[src/rtl/core/lgf_pkg.sv]
// ----------------------------------------------------------------------------
// lgf_pkg
// Shared widths and constants of the line gap linear fill unit.
// ----------------------------------------------------------------------------
package lgf_pkg;

	localparam int POS_W           = 6;
	localparam int VAL_W           = 8;
	localparam int LINE_LENGTH_DEF = 64;
	localparam int MIN_GAP         = 2;

	// |value difference| * offset stays below 255 * 63
	localparam int DIVIDEND_W = 14;
	localparam int DIV_STEPS  = DIVIDEND_W;
	localparam int DIV_CNT_W  = $clog2(DIV_STEPS);

	typedef logic [POS_W-1:0]      pos_t;
	typedef logic [VAL_W-1:0]      val_t;
	typedef logic [DIVIDEND_W-1:0] dividend_t;

endpackage

[src/rtl/core/lgf_point_if.sv]
// ----------------------------------------------------------------------------
// lgf_point_if
// Input channel: one nonzero sample point of a voxel line per transfer.
// ----------------------------------------------------------------------------
interface lgf_point_if;
	import lgf_pkg::*;

	logic valid;
	logic ready;
	pos_t point_position;
	val_t point_value;
	logic line_start;

	modport source (output valid, output point_position, output point_value,
		output line_start, input ready);
	modport sink (input valid, input point_position, input point_value,
		input line_start, output ready);

endinterface

[src/rtl/core/lgf_fill_if.sv]
// ----------------------------------------------------------------------------
// lgf_fill_if
// Output channel: one interpolated sample of a gap per transfer.
// ----------------------------------------------------------------------------
interface lgf_fill_if;
	import lgf_pkg::*;

	logic valid;
	logic ready;
	pos_t fill_position;
	val_t fill_value;
	logic last_fill;

	modport source (output valid, output fill_position, output fill_value,
		output last_fill, input ready);
	modport sink (input valid, input fill_position, input fill_value,
		input last_fill, output ready);

endinterface

[src/rtl/core/lgf_div.sv]
// ----------------------------------------------------------------------------
// lgf_div
// Restoring divider, one quotient bit per cycle, unsigned operands.
// ----------------------------------------------------------------------------
module lgf_div (
	input  logic                     clk,
	input  logic                     arst_n,
	input  logic                     start,
	input  lgf_pkg::dividend_t       dividend,
	input  lgf_pkg::pos_t            divisor,
	output logic                     done,
	output lgf_pkg::dividend_t       quotient
);
	import lgf_pkg::*;

	logic                 busy_q;
	logic [DIV_CNT_W-1:0] cnt_q;
	logic [POS_W-1:0]     rem_q;
	dividend_t            work_q;
	pos_t                 divisor_q;
	logic                 done_q;

	logic [POS_W:0]       trial;
	logic                 fits;
	logic [POS_W:0]       trial_sub;

	// trial subtract of the divisor from the partial remainder
	always_comb begin
		trial     = {rem_q, work_q[DIVIDEND_W-1]};
		fits      = trial >= {1'b0, divisor_q};
		trial_sub = trial - {1'b0, divisor_q};
	end

	// step through the quotient bits, most significant first
	always_ff @(posedge clk or negedge arst_n) begin
		if (!arst_n) begin
			busy_q <= 1'b0;
			done_q <= 1'b0;
			cnt_q  <= '0;
		end else begin
			done_q <= 1'b0;
			if (start) begin
				busy_q <= 1'b1;
				cnt_q  <= '0;
			end else if (busy_q) begin
				if (cnt_q == DIV_CNT_W'(DIV_STEPS - 1)) begin
					busy_q <= 1'b0;
					done_q <= 1'b1;
				end
				cnt_q <= cnt_q + 1'b1;
			end
		end
	end

	// datapath: remainder and shifting dividend/quotient word
	always_ff @(posedge clk) begin
		if (start) begin
			work_q    <= dividend;
			divisor_q <= divisor;
			rem_q     <= '0;
		end else if (busy_q) begin
			rem_q  <= fits ? trial_sub[POS_W-1:0] : trial[POS_W-1:0];
			work_q <= {work_q[DIVIDEND_W-2:0], fits};
		end
	end

	assign done     = done_q;
	assign quotient = work_q;

endmodule

[src/rtl/core/line_gap_linear_fill_unit.sv]
// ----------------------------------------------------------------------------
// line_gap_linear_fill_unit
// Linear filling of the gaps between nonzero samples of a voxel line.
// ----------------------------------------------------------------------------
// Usage:
//   point : sample points (position, value, line_start) in rising position
//           order. A point with line_start set opens a new line.
//   fill  : one transfer for each position strictly between the previous and
//           the new point when they lie two or more apart; last_fill marks
//           the final sample of a gap.
//   Points at or beyond LINE_LENGTH are taken and dropped without effect.
//   Every filled sample runs one pass of a shared 14-step restoring divider:
//   a start state, the divider pass and an output state in which the sample
//   is on offer; the next sample's division begins only once the offered
//   sample has been taken.
//   A point that fills nothing is stored without leaving the idle state.
//   point.ready is low from the acceptance of a filling point until its last
//   sample has been transferred. A stalled receiver holds the offered sample
//   steady and the unit simply waits.
//   Reset clears the held previous point; the next point only gets stored.
// ----------------------------------------------------------------------------
module line_gap_linear_fill_unit #(
	parameter int LINE_LENGTH = lgf_pkg::LINE_LENGTH_DEF
) (
	input  logic       clk,
	input  logic       arst_n,
	lgf_point_if.sink  point,
	lgf_fill_if.source fill
);
	import lgf_pkg::*;

	typedef enum logic [1:0] {
		ST_IDLE,
		ST_START,
		ST_DIV,
		ST_OUT
	} state_t;

	state_t    state_q;
	logic      have_q;
	pos_t      prev_pos_q;
	val_t      prev_val_q;

	// working copies of the gap under fill
	val_t      base_val_q;
	pos_t      cur_pos_q;
	pos_t      end_pos_q;
	pos_t      gap_q;
	val_t      dmag_q;
	logic      dneg_q;
	dividend_t acc_q;

	pos_t      fill_pos_q;
	val_t      fill_val_q;
	logic      fill_last_q;

	logic      div_done;
	dividend_t div_quo;

	logic      in_line;
	logic      do_fill;
	logic      is_last;
	val_t      quo_val;
	logic [VAL_W:0] diff_raw;

	// decode the incoming point
	always_comb begin
		in_line  = {1'b0, point.point_position} < (POS_W + 1)'(LINE_LENGTH);
		do_fill  = in_line && !point.line_start && have_q &&
			({1'b0, point.point_position} >= ({1'b0, prev_pos_q} + (POS_W + 1)'(MIN_GAP)));
		diff_raw = {1'b0, point.point_value} - {1'b0, prev_val_q};
		is_last  = (cur_pos_q + 1'b1) == end_pos_q;
		quo_val  = div_quo[VAL_W-1:0];
	end

	assign point.ready = (state_q == ST_IDLE);

	// sequencer with previous point registers
	always_ff @(posedge clk or negedge arst_n) begin
		if (!arst_n) begin
			state_q    <= ST_IDLE;
			have_q     <= 1'b0;
			prev_pos_q <= '0;
			prev_val_q <= '0;
		end else begin
			unique case (state_q)
				ST_IDLE: begin
					if (point.valid && in_line) begin
						have_q     <= 1'b1;
						prev_pos_q <= point.point_position;
						prev_val_q <= point.point_value;
						if (do_fill) begin
							state_q <= ST_START;
						end
					end
				end
				ST_START: begin
					state_q <= ST_DIV;
				end
				ST_DIV: begin
					if (div_done) begin
						state_q <= ST_OUT;
					end
				end
				ST_OUT: begin
					if (fill.ready) begin
						state_q <= is_last ? ST_IDLE : ST_START;
					end
				end
				default: state_q <= ST_IDLE;
			endcase
		end
	end

	// gap working registers
	always_ff @(posedge clk) begin
		if (state_q == ST_IDLE && point.valid && do_fill) begin
			base_val_q <= prev_val_q;
			cur_pos_q  <= prev_pos_q + 1'b1;
			end_pos_q  <= point.point_position;
			gap_q      <= point.point_position - prev_pos_q;
			dneg_q     <= diff_raw[VAL_W];
			dmag_q     <= diff_raw[VAL_W] ? VAL_W'(-diff_raw) : diff_raw[VAL_W-1:0];
			acc_q      <= DIVIDEND_W'(diff_raw[VAL_W] ? VAL_W'(-diff_raw)
				: diff_raw[VAL_W-1:0]);
		end else if (state_q == ST_OUT && fill.ready && !is_last) begin
			cur_pos_q <= cur_pos_q + 1'b1;
			acc_q     <= acc_q + DIVIDEND_W'(dmag_q);
		end
	end

	// latch the finished sample
	always_ff @(posedge clk) begin
		if (state_q == ST_DIV && div_done) begin
			fill_pos_q  <= cur_pos_q;
			fill_val_q  <= dneg_q ? (base_val_q - quo_val) : (base_val_q + quo_val);
			fill_last_q <= is_last;
		end
	end

	lgf_div u_div (
		.clk      (clk),
		.arst_n   (arst_n),
		.start    (state_q == ST_START),
		.dividend (acc_q),
		.divisor  (gap_q),
		.done     (div_done),
		.quotient (div_quo)
	);

	assign fill.valid         = (state_q == ST_OUT);
	assign fill.fill_position = fill_pos_q;
	assign fill.fill_value    = fill_val_q;
	assign fill.last_fill     = fill_last_q;

endmodule
[src/flat_wrapper.sv]
// flat-port wrapper written by rule: the top's interface ports become plain ports
module line_gap_linear_fill_unit_flat import lgf_pkg::*;
#(
	parameter int LINE_LENGTH = lgf_pkg::LINE_LENGTH_DEF
)
  (clk, arst_n, point_valid, point_point_position, point_point_value, point_line_start, point_ready, fill_valid, fill_fill_position, fill_fill_value, fill_last_fill, fill_ready);
  lgf_point_if point_i ();
  lgf_fill_if fill_i ();
  input  logic clk;
  input  logic arst_n;
  input wire logic [$bits(point_i.valid)-1:0] point_valid;
  input wire logic [$bits(point_i.point_position)-1:0] point_point_position;
  input wire logic [$bits(point_i.point_value)-1:0] point_point_value;
  input wire logic [$bits(point_i.line_start)-1:0] point_line_start;
  output wire logic [$bits(point_i.ready)-1:0] point_ready;
  output wire logic [$bits(fill_i.valid)-1:0] fill_valid;
  output wire logic [$bits(fill_i.fill_position)-1:0] fill_fill_position;
  output wire logic [$bits(fill_i.fill_value)-1:0] fill_fill_value;
  output wire logic [$bits(fill_i.last_fill)-1:0] fill_last_fill;
  input wire logic [$bits(fill_i.ready)-1:0] fill_ready;
  assign point_i.valid = point_valid;
  assign point_i.point_position = point_point_position;
  assign point_i.point_value = point_point_value;
  assign point_i.line_start = point_line_start;
  assign point_ready = point_i.ready;
  assign fill_valid = fill_i.valid;
  assign fill_fill_position = fill_i.fill_position;
  assign fill_fill_value = fill_i.fill_value;
  assign fill_last_fill = fill_i.last_fill;
  assign fill_i.ready = fill_ready;
  line_gap_linear_fill_unit #(.LINE_LENGTH(LINE_LENGTH)) u_core (.clk(clk), .arst_n(arst_n), .point(point_i), .fill(fill_i));
endmodule
[config.mk]
export PLATFORM = sky130hd
export DESIGN_NAME = line_gap_linear_fill_unit_flat
export DESIGN_NICKNAME = d
export VERILOG_FILES = /design/src/rtl/core/lgf_pkg.sv /design/src/rtl/core/lgf_point_if.sv /design/src/rtl/core/lgf_fill_if.sv /design/src/rtl/core/lgf_div.sv /design/src/rtl/core/line_gap_linear_fill_unit.sv /design/src/flat_wrapper.sv
export SDC_FILE = /design/constraint.sdc
export NUM_CORES = 1
export LEC_CHECK = 0
export BUFFER_PORTS_ARGS = -buffer_cell sky130_fd_sc_hd__clkbuf_2
export CAP_MARGIN = 5
export CORE_ASPECT_RATIO = 2
export CORE_UTILIZATION = 59
export CTS_CLUSTER_DIAMETER = 60
export DETAILED_ROUTE_END_ITERATION = 8
export PLACE_DENSITY = 0.81
export RECOVER_POWER = 50
export SLEW_MARGIN = 30
export SYNTH_ARGS = -nofsm -noshare
export SYNTH_HDL_FRONTEND = slang
export SYNTH_SLANG_ARGS = --single-unit
export TNS_END_PERCENT = 100
[constraint.sdc]
create_clock -name clk -period 4.2 [get_ports clk]
set_input_delay 0.21 -clock clk [delete_from_list [all_inputs] [get_ports clk]]
set_output_delay 0.21 -clock clk [all_outputs]
set_load 0.03 [all_outputs]
==> qor.csv <==
metric,value,unit
outcome,"complete, no violations",
met3_usage,6.00,%
fin_crit_sh,75.8,%
drc_errors,0,
die_x,74.8,um
synth_edf_count,84,
tightest_slew,1.40,ns
use_met1,25.4,%
relSlewSlack,6.51,%
max_cap_violations,0,
hold_path_depth,2,
hold_class,in -> reg,
fillCellCount,739,
synth_most_common_cell,edfxtp_1,
setup_tns,0,ns
cellPowerDensity,828,nW/um2
post-place-ws,0.982,ns
cts.repair.resized,0,
antenna_found_initial,0,
timing.final.ws_setup,1.02,ns
setup_viol,0,
globalplace.congestion,0.884,
synth_largest_area_cell,edfxtp_1,
max-clock-path-buffers,2,
grt_pass1_vias,4193,
wl_per_cell,15.9,um
hold_viol_final,0,
async_flop_share,20.4,%
io_pins,36,
place_hpwl,8730,um
area_growth,13.8,%
cp_data_required_time,4.33,ns
grtUsageTotal,23.8,%
r2r_slack,1.02,ns
syn-num-nets,618,
met2_usage,42.1,%
grt_overflow,0,
placed_cells,701,
yosys_warnings,0,
path_max_fanout,41,
reg2reg_depth,11,
hold_end,u_core.prev_val_q[6],
core-area,10200,um2
drt-total-wl,11700,um
clock_latency,0.41,ns
worstHoldStart,point_point_value[6],
avgSynthCellArea,11.5,um2
start_util,61.1,%
rsz0062_at_grt,no,
cts_tree,yes,
grt_max_degree,42,
vias,4112,
fin_skew,0.00654,ns
cts_root_buf,clkbuf_16,
drv_slew,0,
cts.sinks,113,
syn_inst,544,
cp-end-kind,register,
final_antenna_net_count,0,
num_rows,52,
r2r-end,u_core.acc_q[4],
firstDrtPassIters,5,
busiest_layer,met2,
start_kind,register,
p_leak,2.90,nW
crit_type,reg -> reg,
netlist_area,6250,um2
port_buffers,35,
drt_iter0_drc,199,
numCtsBuffers,17,
max_freq,0.314,GHz
crit_arrival,3.31,ns
die_h,148,um
n_antenna_cell,0,
dieArea,11000,um2
viasPerCell,5.59,
r2r_start,u_core.prev_pos_q[3],
ys_top_cells_by_count,"edfxtp_1, ha_1, inv_1",
final_nets,661,
ys_ff_latch,113,
path_clk_slew,0.05,ns
synth_area_leaders,"edfxtp_1, ha_1, dfrtp_1",
ys_types,53,
fin_cells,735,
ir_worst_vdd,597,uV
grt_pass1_wl,19300,um
finalCriticalPeriod,3.18,ns
drive_above_1_share,11.2,%
synth_top_area_share,40.4,%
htree_num_levels,4,
ys_seq_area_share,51.5,%
synth_flop_cell,edfxtp_1,
## worst max-delay path, stage by stage, from the launching register on
cell     delay [ns]
dfrtp_1        0.48
inv_2          0.07
nor3_1         0.32
xnor2_1        0.12
ha_1           0.32
a21o_1         0.12
a21oi_1        0.06
a21o_1         0.19
or2_1          0.22
buf_4          0.21
inv_2          0.59
o31ai_1        0.18
## cells by family (layout without fill, tap and decap cells)
group                    after synthesis  after routing  synth area share (%)
AO/OA/AOI/OAI                        109            109                  10.8
XOR/XNOR                              58             58                  8.25
adder cells (fa/ha/maj)               55             55                  11.6
buffers and inverters                 69            125                  4.21
flip-flops                           113            113                  51.5
multiplexers                          26             26                  4.65
AND/OR/NAND/NOR                      114            114                  8.95
## cell type report
type	count	area (um2)	share of cell area, %
Sequential cell	113	3220	45.3
Multi-Input combinational cell	362	2770	38.9
Clock inverter	3	15.0	0.211
Timing Repair Buffer	39	176	2.48
Clock buffer	29	562	7.90
Tap cell	135	169	2.38
Inverter	54	203	2.85
## layout by cell type, fill, tap and decap left out, drive strengths merged, types with 3 or more instances in the layout
cell type / Yosys / final
dfrtp: 23 / 23
ha: 50 / 50
clkinv: 0 / 3
a31oi: 5 / 5
nand3: 11 / 11
nand4: 4 / 4
a21oi: 34 / 34
nor3: 9 / 9
nand2b: 7 / 7
mux2: 24 / 24
nor2: 31 / 31
clkbuf: 14 / 65
xor2: 22 / 22
fa: 5 / 5
or2: 3 / 3
edfxtp: 84 / 84
xnor2: 36 / 36
a21o: 16 / 16
nand2: 28 / 28
dfxtp: 6 / 6
or3: 4 / 4
a211oi: 7 / 7
o21ai: 32 / 32
and3: 4 / 4
inv: 54 / 54
## report_power, final
group          leakage (nW)  switching [W]  internal, W  total (W)
Sequential             1.11       0.000272      0.00173    0.00200
Combinational          1.50        0.00141      0.00113    0.00253
Clock                 0.289       0.000460     0.000895    0.00136
## how the worst max path moves through the flow
stage                     cells after the start                   end            startpoint  slack [ns]
after floorplan                              12  u_core.base_val_q[0]  u_core.prev_pos_q[3]        0.82
after global placement                       11       u_core.acc_q[4]  u_core.prev_pos_q[1]        1.13
after detailed placement                     11       u_core.acc_q[4]  u_core.prev_pos_q[1]        0.98
after CTS                                    11       u_core.acc_q[4]  u_core.prev_pos_q[1]        0.99
after global routing                         11       u_core.acc_q[4]  u_core.prev_pos_q[1]        0.75
final                                        11       u_core.acc_q[4]  u_core.prev_pos_q[3]        1.02
## registers in the layout, summed over array words and instances (netlist names), 2 cells and up
| signal | cells |
|---|---|
| u_core.acc_q | 14 |
| u_core.u_div.quotient | 14 |
| u_core.base_val_q | 8 |
| u_core.dmag_q | 8 |
| u_core.fill.fill_value | 8 |
| u_core.prev_val_q | 8 |
| u_core.cur_pos_q | 6 |
| u_core.end_pos_q | 6 |
| u_core.fill.fill_position | 6 |
| u_core.gap_q | 6 |
| u_core.prev_pos_q | 6 |
| u_core.u_div.divisor_q | 6 |
| u_core.u_div.rem_q | 6 |
| u_core.u_div.cnt_q | 4 |
| u_core.state_q | 2 |
## stage by stage
step                      area, um2  hold WS [ns]  total power (W)  utilization [%]
after floorplan                6250       -0.0856          0.00398                -
after global placement         6550         0.258          0.00440             64.1
after detailed placement       6550         0.269          0.00454             64.1
final                          7110        0.0318          0.00589             69.6
after global routing           7110        0.0229          0.00631             69.6
after CTS                      7140        0.0149          0.00594             69.9
## metal layers
metal | wire length (um) | part of all wire [%]
met4 | 223 | 1.9
met3 | 414 | 3.5
met2 | 6600 | 56
met1 | 4480 | 38
met5 | 0 | 0
## timing repair
action | in CTS | in global routing
hold buffers | 2 | 0
hold endpoints to repair | 24 | 0
setup buffers | 0 | 0
setup endpoints to repair | 0 | 0
Note: power is estimated with default switching activity, not from simulation.
